File: src/rtl/xsf_pkg.sv
package xsf_pkg;

   // screen geometry
   localparam int SCREEN_WIDTH  = 64;
   localparam int SCREEN_HEIGHT = 32;

   // coordinates wrap at 8 bits before the screen wrap
   localparam int COORD_W     = 8;
   localparam int COORD_SPAN  = 1 << COORD_W;
   localparam int SPRITE_BITS = 8;
   localparam int STEP_W      = $clog2(SPRITE_BITS);

   localparam int COL_W = $clog2(SCREEN_WIDTH);
   localparam int ROW_W = $clog2(SCREEN_HEIGHT);

   // front to back queue
   localparam int QUEUE_DEPTH = 2;
   localparam int QPTR_W      = $clog2(QUEUE_DEPTH);
   localparam int QCNT_W      = $clog2(QUEUE_DEPTH + 1);

   typedef enum logic [1:0] {
      CMD_DRAW  = 2'd0,
      CMD_CLEAR = 2'd1,
      CMD_READ  = 2'd2,
      CMD_NONE  = 2'd3
   } cmd_type;

   typedef struct packed {
      cmd_type                  op;
      logic [ROW_W-1:0]         row;
      logic [COORD_W-1:0]       pos_x;
      logic [SPRITE_BITS-1:0]   row_bits;
      logic                     last_row;
   } entry_type;

   typedef logic [COL_W-1:0] col_tab_type [COORD_SPAN];
   typedef logic [ROW_W-1:0] row_tab_type [COORD_SPAN];

   function automatic col_tab_type build_col_tab();
      col_tab_type t;
      for (int i = 0; i < COORD_SPAN; i++) begin
         t[i] = COL_W'(i % SCREEN_WIDTH);
      end
      return t;
   endfunction

   function automatic row_tab_type build_row_tab();
      row_tab_type t;
      for (int i = 0; i < COORD_SPAN; i++) begin
         t[i] = ROW_W'(i % SCREEN_HEIGHT);
      end
      return t;
   endfunction

   // wrapped 8-bit coordinate to screen column / row
   localparam col_tab_type COL_TAB = build_col_tab();
   localparam row_tab_type ROW_TAB = build_row_tab();

endpackage

File: src/rtl/xsf_if.sv
interface xsf_req_if;
   logic       valid;
   logic       ready;
   logic [1:0] command;
   logic [7:0] pos_x;
   logic [7:0] pos_y;
   logic [7:0] row_index;
   logic [7:0] row_bits;
   logic       last_row;

   modport source (output valid, command, pos_x, pos_y, row_index, row_bits, last_row,
                   input ready);
   modport sink   (input valid, command, pos_x, pos_y, row_index, row_bits, last_row,
                   output ready);
endinterface

interface xsf_rsp_if;
   logic       valid;
   logic       ready;
   logic       collision;
   logic [7:0] pixels_read;
   logic       sprite_done;

   modport source (output valid, collision, pixels_read, sprite_done, input ready);
   modport sink   (input valid, collision, pixels_read, sprite_done, output ready);
endinterface

File: src/rtl/xor_sprite_framebuffer_unit.sv
// channel | dir | beat carries
// --------+-----+----------------------------------------------------------
// req     | in  | command, pos_x, pos_y, row_index, row_bits, last_row
// rsp     | out | collision, pixels_read, sprite_done (one beat per req beat)
//
// Draw and read beats pass through the back end as pop, row fetch from the
// framebuffer RAM, eight pixel steps, then write-back (draw only) and result.
// Clear and unused commands go from pop straight to result.
// Reset is synchronous; per-row valid flags clear the picture at once, no sweep.
// A two-beat queue lets req keep arriving while the back end is busy; a
// stalled rsp holds the back end in its last step, and the queue then fills.
module xor_sprite_framebuffer_unit import xsf_pkg::*; (
   input logic       clock,
   input logic       reset,
   xsf_req_if.sink   req,
   xsf_rsp_if.source rsp
);

   // front to back queue handshake
   logic      q_valid;
   logic      q_ready;
   entry_type q_entry;

   // front: decode, row wrap, queue
   xsf_front u_front (
      .clock   (clock),
      .reset   (reset),
      .req     (req),
      .q_valid (q_valid),
      .q_entry (q_entry),
      .q_ready (q_ready)
   );

   // back: row fetch, per-pixel XOR or read, write-back, result register
   xsf_back u_back (
      .clock   (clock),
      .reset   (reset),
      .q_valid (q_valid),
      .q_entry (q_entry),
      .q_ready (q_ready),
      .rsp     (rsp)
   );

endmodule

File: src/rtl/xsf_ram.sv
module xsf_ram #(
   parameter int WIDTH = 8,
   parameter int DEPTH = 8
) (
   input  logic                     clock,
   input  logic                     wr_en,
   input  logic [$clog2(DEPTH)-1:0] wr_addr,
   input  logic [WIDTH-1:0]         wr_data,
   input  logic                     rd_en,
   input  logic [$clog2(DEPTH)-1:0] rd_addr,
   output logic [WIDTH-1:0]         rd_data
);

   logic [WIDTH-1:0] mem_ff [DEPTH];
   logic [WIDTH-1:0] rd_data_ff;

   always_ff @(posedge clock) begin
      if (wr_en) begin
         mem_ff[wr_addr] <= wr_data;
      end
      if (rd_en) begin
         rd_data_ff <= mem_ff[rd_addr];
      end
   end

   assign rd_data = rd_data_ff;

endmodule

File: src/rtl/xsf_front.sv
module xsf_front import xsf_pkg::*; (
   input  logic      clock,
   input  logic      reset,
   xsf_req_if.sink   req,
   output logic      q_valid,
   output entry_type q_entry,
   input  logic      q_ready
);

   entry_type         slot_ff [QUEUE_DEPTH];
   logic [QPTR_W-1:0] wr_ptr_ff, wr_ptr_in;
   logic [QPTR_W-1:0] rd_ptr_ff, rd_ptr_in;
   logic [QCNT_W-1:0] count_ff, count_in;
   entry_type         entry;
   logic [COORD_W-1:0] row_sum;
   logic              push, pop;

   // decode and wrap the row once, on the way in
   always_comb begin
      row_sum        = COORD_W'(req.pos_y + req.row_index);
      entry.row      = ROW_TAB[row_sum];
      entry.pos_x    = req.pos_x;
      entry.row_bits = req.row_bits;
      entry.last_row = req.last_row;
      case (req.command)
         CMD_DRAW:  entry.op = CMD_DRAW;
         CMD_CLEAR: entry.op = CMD_CLEAR;
         CMD_READ:  entry.op = CMD_READ;
         default:   entry.op = CMD_NONE;
      endcase
   end

   assign req.ready = (count_ff != QCNT_W'(QUEUE_DEPTH));
   assign push      = req.valid && req.ready;
   assign q_valid   = (count_ff != '0);
   assign q_entry   = slot_ff[rd_ptr_ff];
   assign pop       = q_valid && q_ready;

   always_comb begin
      wr_ptr_in = wr_ptr_ff;
      rd_ptr_in = rd_ptr_ff;
      count_in  = count_ff;
      if (push) begin
         wr_ptr_in = (wr_ptr_ff == QPTR_W'(QUEUE_DEPTH - 1)) ? '0 : wr_ptr_ff + 1'b1;
      end
      if (pop) begin
         rd_ptr_in = (rd_ptr_ff == QPTR_W'(QUEUE_DEPTH - 1)) ? '0 : rd_ptr_ff + 1'b1;
      end
      if (push && !pop) begin
         count_in = count_ff + 1'b1;
      end else if (pop && !push) begin
         count_in = count_ff - 1'b1;
      end
   end

   always_ff @(posedge clock) begin
      if (push) begin
         slot_ff[wr_ptr_ff] <= entry;
      end
      if (reset) begin
         wr_ptr_ff <= '0;
         rd_ptr_ff <= '0;
         count_ff  <= '0;
      end else begin
         wr_ptr_ff <= wr_ptr_in;
         rd_ptr_ff <= rd_ptr_in;
         count_ff  <= count_in;
      end
   end

endmodule

File: src/rtl/xsf_back.sv
module xsf_back import xsf_pkg::*; (
   input  logic      clock,
   input  logic      reset,
   input  logic      q_valid,
   input  entry_type q_entry,
   output logic      q_ready,
   xsf_rsp_if.source rsp
);

   typedef enum logic [1:0] {
      ST_IDLE,
      ST_FETCH,
      ST_PIXEL,
      ST_FINISH
   } state_type;

   state_type                state_ff, state_in;
   entry_type                cur_ff, cur_in;
   logic [SCREEN_WIDTH-1:0]  line_ff, line_in;
   logic [STEP_W-1:0]        step_ff, step_in;
   logic [SPRITE_BITS-1:0]   pix_ff, pix_in;
   logic                     coll_ff, coll_in;
   logic [SCREEN_HEIGHT-1:0] row_valid_ff, row_valid_in;
   logic                     rsp_valid_ff, rsp_valid_in;
   logic                     rsp_coll_ff, rsp_coll_in;
   logic [SPRITE_BITS-1:0]   rsp_pix_ff, rsp_pix_in;
   logic                     rsp_done_ff, rsp_done_in;

   logic                     ram_rd_en, ram_wr_en;
   logic [SCREEN_WIDTH-1:0]  ram_rd_data;
   logic [COORD_W-1:0]       col_sum;
   logic [COL_W-1:0]         col_sel;
   logic [STEP_W-1:0]        bit_sel;
   logic                     pix_old;
   logic                     out_free;

   xsf_ram #(
      .WIDTH (SCREEN_WIDTH),
      .DEPTH (SCREEN_HEIGHT)
   ) u_frame (
      .clock   (clock),
      .wr_en   (ram_wr_en),
      .wr_addr (cur_ff.row),
      .wr_data (line_ff),
      .rd_en   (ram_rd_en),
      .rd_addr (q_entry.row),
      .rd_data (ram_rd_data)
   );

   // one pixel a step: column wrap by table, MSB of the sprite row first
   assign col_sum  = cur_ff.pos_x + COORD_W'(step_ff);
   assign col_sel  = COL_TAB[col_sum];
   assign bit_sel  = STEP_W'(SPRITE_BITS - 1) - step_ff;
   assign pix_old  = line_ff[col_sel];
   assign out_free = !rsp_valid_ff || rsp.ready;
   assign q_ready  = (state_ff == ST_IDLE);

   always_comb begin
      state_in     = state_ff;
      cur_in       = cur_ff;
      line_in      = line_ff;
      step_in      = step_ff;
      pix_in       = pix_ff;
      coll_in      = coll_ff;
      row_valid_in = row_valid_ff;
      rsp_valid_in = rsp_valid_ff && !rsp.ready;
      rsp_coll_in  = rsp_coll_ff;
      rsp_pix_in   = rsp_pix_ff;
      rsp_done_in  = rsp_done_ff;
      ram_rd_en    = 1'b0;
      ram_wr_en    = 1'b0;

      case (state_ff)
         ST_IDLE: begin
            if (q_valid) begin
               cur_in = q_entry;
               case (q_entry.op)
                  CMD_DRAW, CMD_READ: begin
                     ram_rd_en = 1'b1;
                     state_in  = ST_FETCH;
                  end
                  CMD_CLEAR: begin
                     // rows read as blank until written again
                     row_valid_in = '0;
                     state_in     = ST_FINISH;
                  end
                  default: begin
                     state_in = ST_FINISH;
                  end
               endcase
            end
         end
         ST_FETCH: begin
            line_in  = row_valid_ff[cur_ff.row] ? ram_rd_data : '0;
            step_in  = '0;
            pix_in   = '0;
            state_in = ST_PIXEL;
         end
         ST_PIXEL: begin
            if (cur_ff.op == CMD_DRAW) begin
               if (cur_ff.row_bits[bit_sel]) begin
                  line_in[col_sel] = !pix_old;
                  if (pix_old) begin
                     coll_in = 1'b1;
                  end
               end
            end else begin
               pix_in[bit_sel] = pix_old;
            end
            if (step_ff == STEP_W'(SPRITE_BITS - 1)) begin
               state_in = ST_FINISH;
            end else begin
               step_in = step_ff + 1'b1;
            end
         end
         ST_FINISH: begin
            if (out_free) begin
               rsp_valid_in = 1'b1;
               rsp_coll_in  = 1'b0;
               rsp_pix_in   = '0;
               rsp_done_in  = 1'b0;
               case (cur_ff.op)
                  CMD_DRAW: begin
                     ram_wr_en                 = 1'b1;
                     row_valid_in[cur_ff.row]  = 1'b1;
                     rsp_coll_in               = coll_ff;
                     rsp_done_in               = cur_ff.last_row;
                     if (cur_ff.last_row) begin
                        coll_in = 1'b0;
                     end
                  end
                  CMD_READ: begin
                     rsp_pix_in = pix_ff;
                  end
                  default: begin
                  end
               endcase
               state_in = ST_IDLE;
            end
         end
         default: begin
            state_in = ST_IDLE;
         end
      endcase
   end

   always_ff @(posedge clock) begin
      cur_ff      <= cur_in;
      line_ff     <= line_in;
      step_ff     <= step_in;
      pix_ff      <= pix_in;
      rsp_coll_ff <= rsp_coll_in;
      rsp_pix_ff  <= rsp_pix_in;
      rsp_done_ff <= rsp_done_in;
      if (reset) begin
         state_ff     <= ST_IDLE;
         coll_ff      <= 1'b0;
         row_valid_ff <= '0;
         rsp_valid_ff <= 1'b0;
      end else begin
         state_ff     <= state_in;
         coll_ff      <= coll_in;
         row_valid_ff <= row_valid_in;
         rsp_valid_ff <= rsp_valid_in;
      end
   end

   assign rsp.valid       = rsp_valid_ff;
   assign rsp.collision   = rsp_coll_ff;
   assign rsp.pixels_read = rsp_pix_ff;
   assign rsp.sprite_done = rsp_done_ff;

endmodule

File: src/flat_wrapper.sv
// flat-port wrapper written by rule: the top's interface ports become plain ports
module xor_sprite_framebuffer_unit_flat import xsf_pkg::*;
  (clock, reset, req_valid, req_command, req_pos_x, req_pos_y, req_row_index, req_row_bits, req_last_row, req_ready, rsp_valid, rsp_collision, rsp_pixels_read, rsp_sprite_done, rsp_ready);
  xsf_req_if req_i ();
  xsf_rsp_if rsp_i ();
  input logic clock;
  input logic reset;
  input wire logic [$bits(req_i.valid)-1:0] req_valid;
  input wire logic [$bits(req_i.command)-1:0] req_command;
  input wire logic [$bits(req_i.pos_x)-1:0] req_pos_x;
  input wire logic [$bits(req_i.pos_y)-1:0] req_pos_y;
  input wire logic [$bits(req_i.row_index)-1:0] req_row_index;
  input wire logic [$bits(req_i.row_bits)-1:0] req_row_bits;
  input wire logic [$bits(req_i.last_row)-1:0] req_last_row;
  output wire logic [$bits(req_i.ready)-1:0] req_ready;
  output wire logic [$bits(rsp_i.valid)-1:0] rsp_valid;
  output wire logic [$bits(rsp_i.collision)-1:0] rsp_collision;
  output wire logic [$bits(rsp_i.pixels_read)-1:0] rsp_pixels_read;
  output wire logic [$bits(rsp_i.sprite_done)-1:0] rsp_sprite_done;
  input wire logic [$bits(rsp_i.ready)-1:0] rsp_ready;
  assign req_i.valid = req_valid;
  assign req_i.command = req_command;
  assign req_i.pos_x = req_pos_x;
  assign req_i.pos_y = req_pos_y;
  assign req_i.row_index = req_row_index;
  assign req_i.row_bits = req_row_bits;
  assign req_i.last_row = req_last_row;
  assign req_ready = req_i.ready;
  assign rsp_valid = rsp_i.valid;
  assign rsp_collision = rsp_i.collision;
  assign rsp_pixels_read = rsp_i.pixels_read;
  assign rsp_sprite_done = rsp_i.sprite_done;
  assign rsp_i.ready = rsp_ready;
  xor_sprite_framebuffer_unit u_core (.clock(clock), .reset(reset), .req(req_i), .rsp(rsp_i));
endmodule
File: config.mk
export PLATFORM = sky130hd
export DESIGN_NAME = xor_sprite_framebuffer_unit_flat
export DESIGN_NICKNAME = d
export VERILOG_FILES = /design/src/rtl/xsf_pkg.sv /design/src/rtl/xsf_if.sv /design/src/rtl/xor_sprite_framebuffer_unit.sv /design/src/rtl/xsf_ram.sv /design/src/rtl/xsf_front.sv /design/src/rtl/xsf_back.sv /design/src/flat_wrapper.sv
export SDC_FILE = /design/constraint.sdc
export NUM_CORES = 2
export LEC_CHECK = 0
export BUFFER_PORTS_ARGS = -buffer_cell sky130_fd_sc_hd__buf_4
export CAP_MARGIN = 20
export CORE_MARGIN = 2
export CORE_UTILIZATION = 40
export DETAILED_ROUTE_END_ITERATION = 8
export PLACE_DENSITY = 0.52
export SLEW_MARGIN = 20
export SYNTH_ARGS = -nofsm -noshare
export SYNTH_HDL_FRONTEND = slang
export SYNTH_SLANG_ARGS = --single-unit
export TNS_END_PERCENT = 10
File: constraint.sdc
create_clock -name clock -period 5.05 [get_ports clock]
set_input_delay 1.2625 -clock clock [delete_from_list [all_inputs] [get_ports clock]]
set_output_delay 1.2625 -clock clock [all_outputs]
set_load 0.01 [all_outputs]
* After elaboration in Yosys (flattened, before gate mapping) *
Memories as Yosys holds them, arrays and structs flattened. A register that Yosys moved wholly into a read port is not among the register bits.
Index checks and enable logic that the tools add are counted.

cells by class
  $add $sub $neg = 8
  magnitude comparators = 8
  equal/unequal tests = 21
  muxes and demuxes = 62
  bitwise gates (word level) = 3
  reductions and logical operators = 32

operator list
  operator                                       number
  2-to-1 mux 64 bit                              3
  2-to-1 mux 32 bit                              4
  case mux 64 bit (2 select lines)               1
  bitwise mux 64 bit                             1
  case mux 32 bit (2 select lines)               1
  OR 32 bit                                      1
  2-to-1 mux 1 bit                               28
  inequality test 2 bit (second input constant)  12
  >= comparator 9 bit (second input constant)    2
  NOT 8 -> 9 bit                                 2
  case mux 8 bit (2 select lines)                1
  2-to-1 mux 2 bit                               6
  2-to-1 mux 6 bit                               2
  == test 2 bit (second input constant)          5
  2-to-1 mux 5 bit                               2
  nonzero test 2 bit                             5
  adder 8 x 3 -> 8 bit                           1
  adder 8 bit                                    1
  bitwise mux 8 bit                              1
  logical AND 1 bit                              8
  zero test 2 bit                                4
  2-to-1 mux 8 bit                               1
  case mux 2 bit (4 select lines)                1
  AND reduction 2 bit                            4
  other kinds (29)                               37

storage, ports and cells
  register bits = 149
  bits in writable memories = 2096
  ROM bits = 2816
  input bits = 39
  output and inout bits = 12
  memories kept = 4

memories
  name                          words  bits a word  read ports  clocked after memory_dff  wr ports  line             text
  u_core.u_back.u_frame.mem_ff  32     64           1           1                         1         xsf_ram.sv:14    logic [WIDTH-1:0] mem_ff [DEPTH];
  (no name shown)               256    6            1           0                         0         xsf_back.sv:52   assign col_sel = COL_TAB[col_sum];
  (no name shown)               256    5            1           0                         0         xsf_front.sv:21  entry.row = ROW_TAB[row_sum];
  u_core.u_front.slot_ff        2      24           1           1                         1         xsf_front.sv:10  entry_type slot_ff [QUEUE_DEPTH];

* Depth between registers and ports, before layout *
  depth after elaboration = 13
  gate-level depth with buffers = 13
  depth with buffers taken out = 9

* Modules after synthesis *
A second synthesis with hierarchy kept.

second synthesis, totals
  cells, all modules = 3929
  area, all modules = 89223.1 um^2

modules (own cells, without submodules)
  module     instances  cells an instance  area an instance (um^2)  seq. area each (um^2)
  xsf_ram    1          3097               79605.1                  63420.8
  xsf_back   1          712                7504.7                   3933.8
  xsf_front  1          120                2113.3                   1541.5

* Worst setup path after synthesis *
No wires, ideal clock.

  path type = input-to-reg
  start point = in rsp_ready
  end point = mem u_core.u_back.u_frame.mem_ff[11][0] (netlist bit), enable pin
  library setup time = 0.487 ns
  data arrival time = 4.560 ns
  data required time = 4.563 ns
  setup slack = 0.004 ns
  stages on the path = 5
  path buffers = 1
  cell sequence = nand2b_1 -> and3_1 -> clkbuf_1 -> nand3_1 -> nor2_1

between the ends
  longest elaborated chain between the ends = 5

ends and longest elaborated chain
  what                                    line                text
  from (decl)                             flat_wrapper.sv:20  input wire logic [$bits(rsp_i.ready)-1:0] rsp_ready;
  logical OR 1 bit                        xsf_back.sv:55      assign out_free = !rsp_valid_ff || rsp.ready;
  2-to-1 mux 1 bit                        xsf_back.sv:117     if (out_free) begin
  2-to-1 mux 1 bit                        xsf_back.sv:73      case (state_ff)
  2-to-1 mux 1 bit                        xsf_ram.sv:18       if (wr_en) begin
  2-to-1 mux 1 bit (implied by the code)  xsf_ram.sv:19       mem_ff[wr_addr] <= wr_data;
  to (decl)                               xsf_ram.sv:14

Every way passes these cells.

* Worst setup path in the final report *
  start point = reg u_core.u_back.step_ff[2]
  end point = reg u_core.u_back.line_ff[17] (data pin)

between the ends
  longest elaborated chain between the ends = 13

ends and longest elaborated chain
  what                                                                                                       line             text
  from (decl)                                                                                                xsf_back.sv:20   logic [STEP_W-1:0] step_ff, step_in;
  from (signal assigned)                                                                                     xsf_back.sv:150  step_ff <= step_in;
  adder 8 x 3 -> 8 bit *                                                                                     xsf_back.sv:51   assign col_sum = cur_ff.pos_x + COORD_W'(step_ff);
  NOT 8 -> 9 bit (implied by the code) *                                                                     xsf_back.sv:52
  memory read (256 x 6 bit) *                                                                                n/a
  2-to-1 mux 6 bit (implied by the code) * (2 in a row)                                                      xsf_back.sv:52
  less-than comparator 6 x 7 -> 1 bit (implied by the code) or >= comparator 6 x 1 -> 1 bit (tied branches)  xsf_back.sv:102  line_in[col_sel] = !pix_old;
  logical AND 1 bit (implied by the code)                                                                    xsf_back.sv:102
  2-to-1 mux 1 bit (implied by the code)                                                                     xsf_back.sv:102
  demux 1 bit (select 6 bit)                                                                                 xsf_back.sv:102
  bitwise mux 64 bit *                                                                                       xsf_back.sv:102
  2-to-1 mux 64 bit *                                                                                        xsf_back.sv:101  if (cur_ff.row_bits[bit_sel]) begin
  2-to-1 mux 64 bit *                                                                                        xsf_back.sv:100  if (cur_ff.op == CMD_DRAW) begin
  case mux 64 bit (2 select lines) *                                                                         xsf_back.sv:73
  net u_core.u_back.line_in[17]                                                                              xsf_back.sv:19   logic [SCREEN_WIDTH-1:0] line_ff, line_in;
  to (signal assigned)                                                                                       xsf_back.sv:149  line_ff <= line_in;
  to (decl)                                                                                                  xsf_back.sv:19

The timed path passes the listed nets; every way through them passes the cells marked *. The select of a mux whose other input is x is not followed.
A chain may end at the register's enable or synchronous reset.

==> results.tsv <==
metric	value	unit
status	complete, no violations	
post-cts-setup-buffer-count	0	
synth_area	92100	um2
cp_data_required_time	5780	ps
worst_pin_slew	1130	ps
min_period	4450	ps
total_power	60.5	mW
final_common_cell	edfxtp_1	
syn_nets	7140	
layout.cells.most_common_list	edfxtp_1, nand2_1, nand3_1	
detail-route-antenna-nets	0	
ctsResizeCount	0	
cp_max_fo	32	
synth_warnings	0	
cts_buffers	235	
drv_cap	0	
max_freq	225	MHz
syn_to_final_growth	13.7	%
cts_htree_levels	4	
finalSetupTns	0	ps
critPathKind	reg -> reg	
ir_drop	0.526	mV
cts_sinks	2304	
hold_buffers	0	
post-route-util	45.7	%
min-delay-path-class	reg -> reg	
port_buffers	42	
hpwl	132	mm
setup_viol	0	
fin_skew	46.0	ps
drc	0	
nets	7147	
clk_latency	890	ps
place_inst	9873	
synth.avg_cell_area	13.0	um2
power_leakage	35.7	nW
reg2reg_slack	600	ps
synth_top_flop_cell	edfxtp_1	
grt_pass1_vias	55600	
row_count	176	
core-area	229000	um2
drt_iter0_markers	6620	
dr.pass1.iters	6	
yosysSeqAreaShare	74.7	%
gp_congestion	0.806	
wirelength	271	mm
wl_per_cell	26.2	um
maxSlewHeadroom	25.0	%
crit_start	u_core.u_back.step_ff[2]	
rsz0062_at_grt	false	
boundaryPins	51	
die-area	234000	um2
drive_above_1_share	9.66	%
p_per_area	577	nW/um2
cp-start-kind	flop	
fin_crit_sh	88.1	%
final_cell_count_no_fill	10300	
grt_max_degree	149	
reg2reg_from	u_core.u_back.step_ff[2]	
cts_tree	done	
cts-root-buf	clkbuf_16	
grt_antenna_before_repair	1	
cts_buffer_depth	3	
final_max_slew_viol_count	0	
synth_edf_count	2263	
report.final.hold_viol_count	0	
grt_pass1_wl	393	mm
start_util	40.1	%
grt.overflow.total	0	
worstSetupEndpointType	flop	
vias_per_cell	5.68	
synth_cells	7085	
die_y	484	um
whs	467	ps
path_clk_slew	60	ps
synth_seq_cells	2304	
vias	58600	
async_reset_ff_share	0	%
synth.distinct_cells	58	
die_w	484	um
worst_ep_arrival_time	5180	ps
holdCritStartpoint	u_core.u_back.row_valid_ff[19]	
grt_use_total	22.6	%
-- cell type report --
cell class / instances / area [um2]
inverter: 20 / 100
tap: 3026 / 3790
clock inverter: 137 / 1110
fill: 20500 / 125000
clock buffer: 293 / 6160
sequential: 2304 / 68800
timing repair buffer: 283 / 3150
antenna: 1 / 2.50
multi-input combinational: 4248 / 21700
-- cell usage after synthesis, types with 5 or more instances --
master | count | area (um2)
a311oi_1 | 320 | 2800
edfxtp_1 | 2263 | 68000
nand2_1 | 2139 | 8030
ha_1 | 14 | 175
nor3_1 | 29 | 145
a31oi_1 | 66 | 413
buf_2 | 19 | 95.1
dfxtp_1 | 41 | 821
buf_1 | 43 | 161
mux2_2 | 25 | 282
a22oi_1 | 5 | 37.5
xor2_1 | 7 | 61.3
mux4_2 | 8 | 180
a32o_1 | 58 | 581
a21oi_1 | 111 | 556
nor2_1 | 106 | 398
or3_1 | 6 | 37.5
and2_1 | 16 | 100
clkbuf_1 | 446 | 1670
inv_1 | 17 | 63.8
mux2i_1 | 34 | 340
nand2b_1 | 5 | 31.3
nand3b_1 | 10 | 75.1
nand3_1 | 1029 | 5150
a21o_1 | 68 | 510
and3_1 | 136 | 851
-- per-stage QoR --
stage / setup slack (ps) / cell area (um2)
3_3_place_gp: 848 / 97300
3_5_place_dp: 812 / 97400
4_1_cts: 760 / 105000
2_1_floorplan: 3.51 / 92100
5_1_grt: 558 / 105000
6_report: 599 / 105000
-- power by group --
part	internal (mW)	switching, mW
clock	9.32	7.35
sequential	24.2	1.10
combinational	5.25	13.2
-- cell families after synthesis --
family / share of synthesized area [%]
adders and majority gates: 0.234
DFF: 74.7
buffers and inverters: 2.23
AOI/OAI and AO/OA: 5.66
muxes: 0.871
xor gates and xnor gates: 0.140
and+or+nand+nor: 16.2
-- per-layer routing --
metal	up-vias	GRT usage [%]	wire length, um
met4	0	5.88	6090
met2	2112	36.3	128000
li1	26200	-	-
met1	29900	32.5	119000
met3	390	2.95	17600
met5	-	0	0
-- worst paths after layout --
path                                    end  cells past startpoint
min reg2reg  u_core.u_back.row_valid_ff[19]                      2
min          u_core.u_back.row_valid_ff[19]                      2
max reg2reg       u_core.u_back.line_ff[17]                     10
max               u_core.u_back.line_ff[17]                     10
-- worst max-delay path: stages (launching register included) --
cell and delay [ps]:
edfxtp_1 700, ha_1 440, xnor2_2 530, buf_4 280, nor3_1 70, a2111oi_1 730, a221oi_2 200, a211o_1 470
a21oi_4 200, buf_4 410, a32o_1 250
-- sequential cells by signal (all words and copies together), names as in the netlist, 2 cells and up, named ones only --
| register | cells |
|---|---|
| u_core.u_back.row_valid_ff | 32 |
| u_core.u_back.state_ff | 2 |
| u_core.u_back.line_ff | 64 |
| u_core.u_back.step_ff | 3 |
| u_core.u_front.slot_ff | 44 |
| u_core.u_back.rsp.pixels_read | 8 |
| u_core.u_front.count_ff | 2 |
| u_core.u_back.pix_ff | 8 |
| u_core.u_back.u_frame.mem_ff | 2048 |
| u_core.u_back.cur_ff | 22 |
| u_core.u_back.u_frame.rd_data | 64 |
Power figures use the tool's default switching activity.
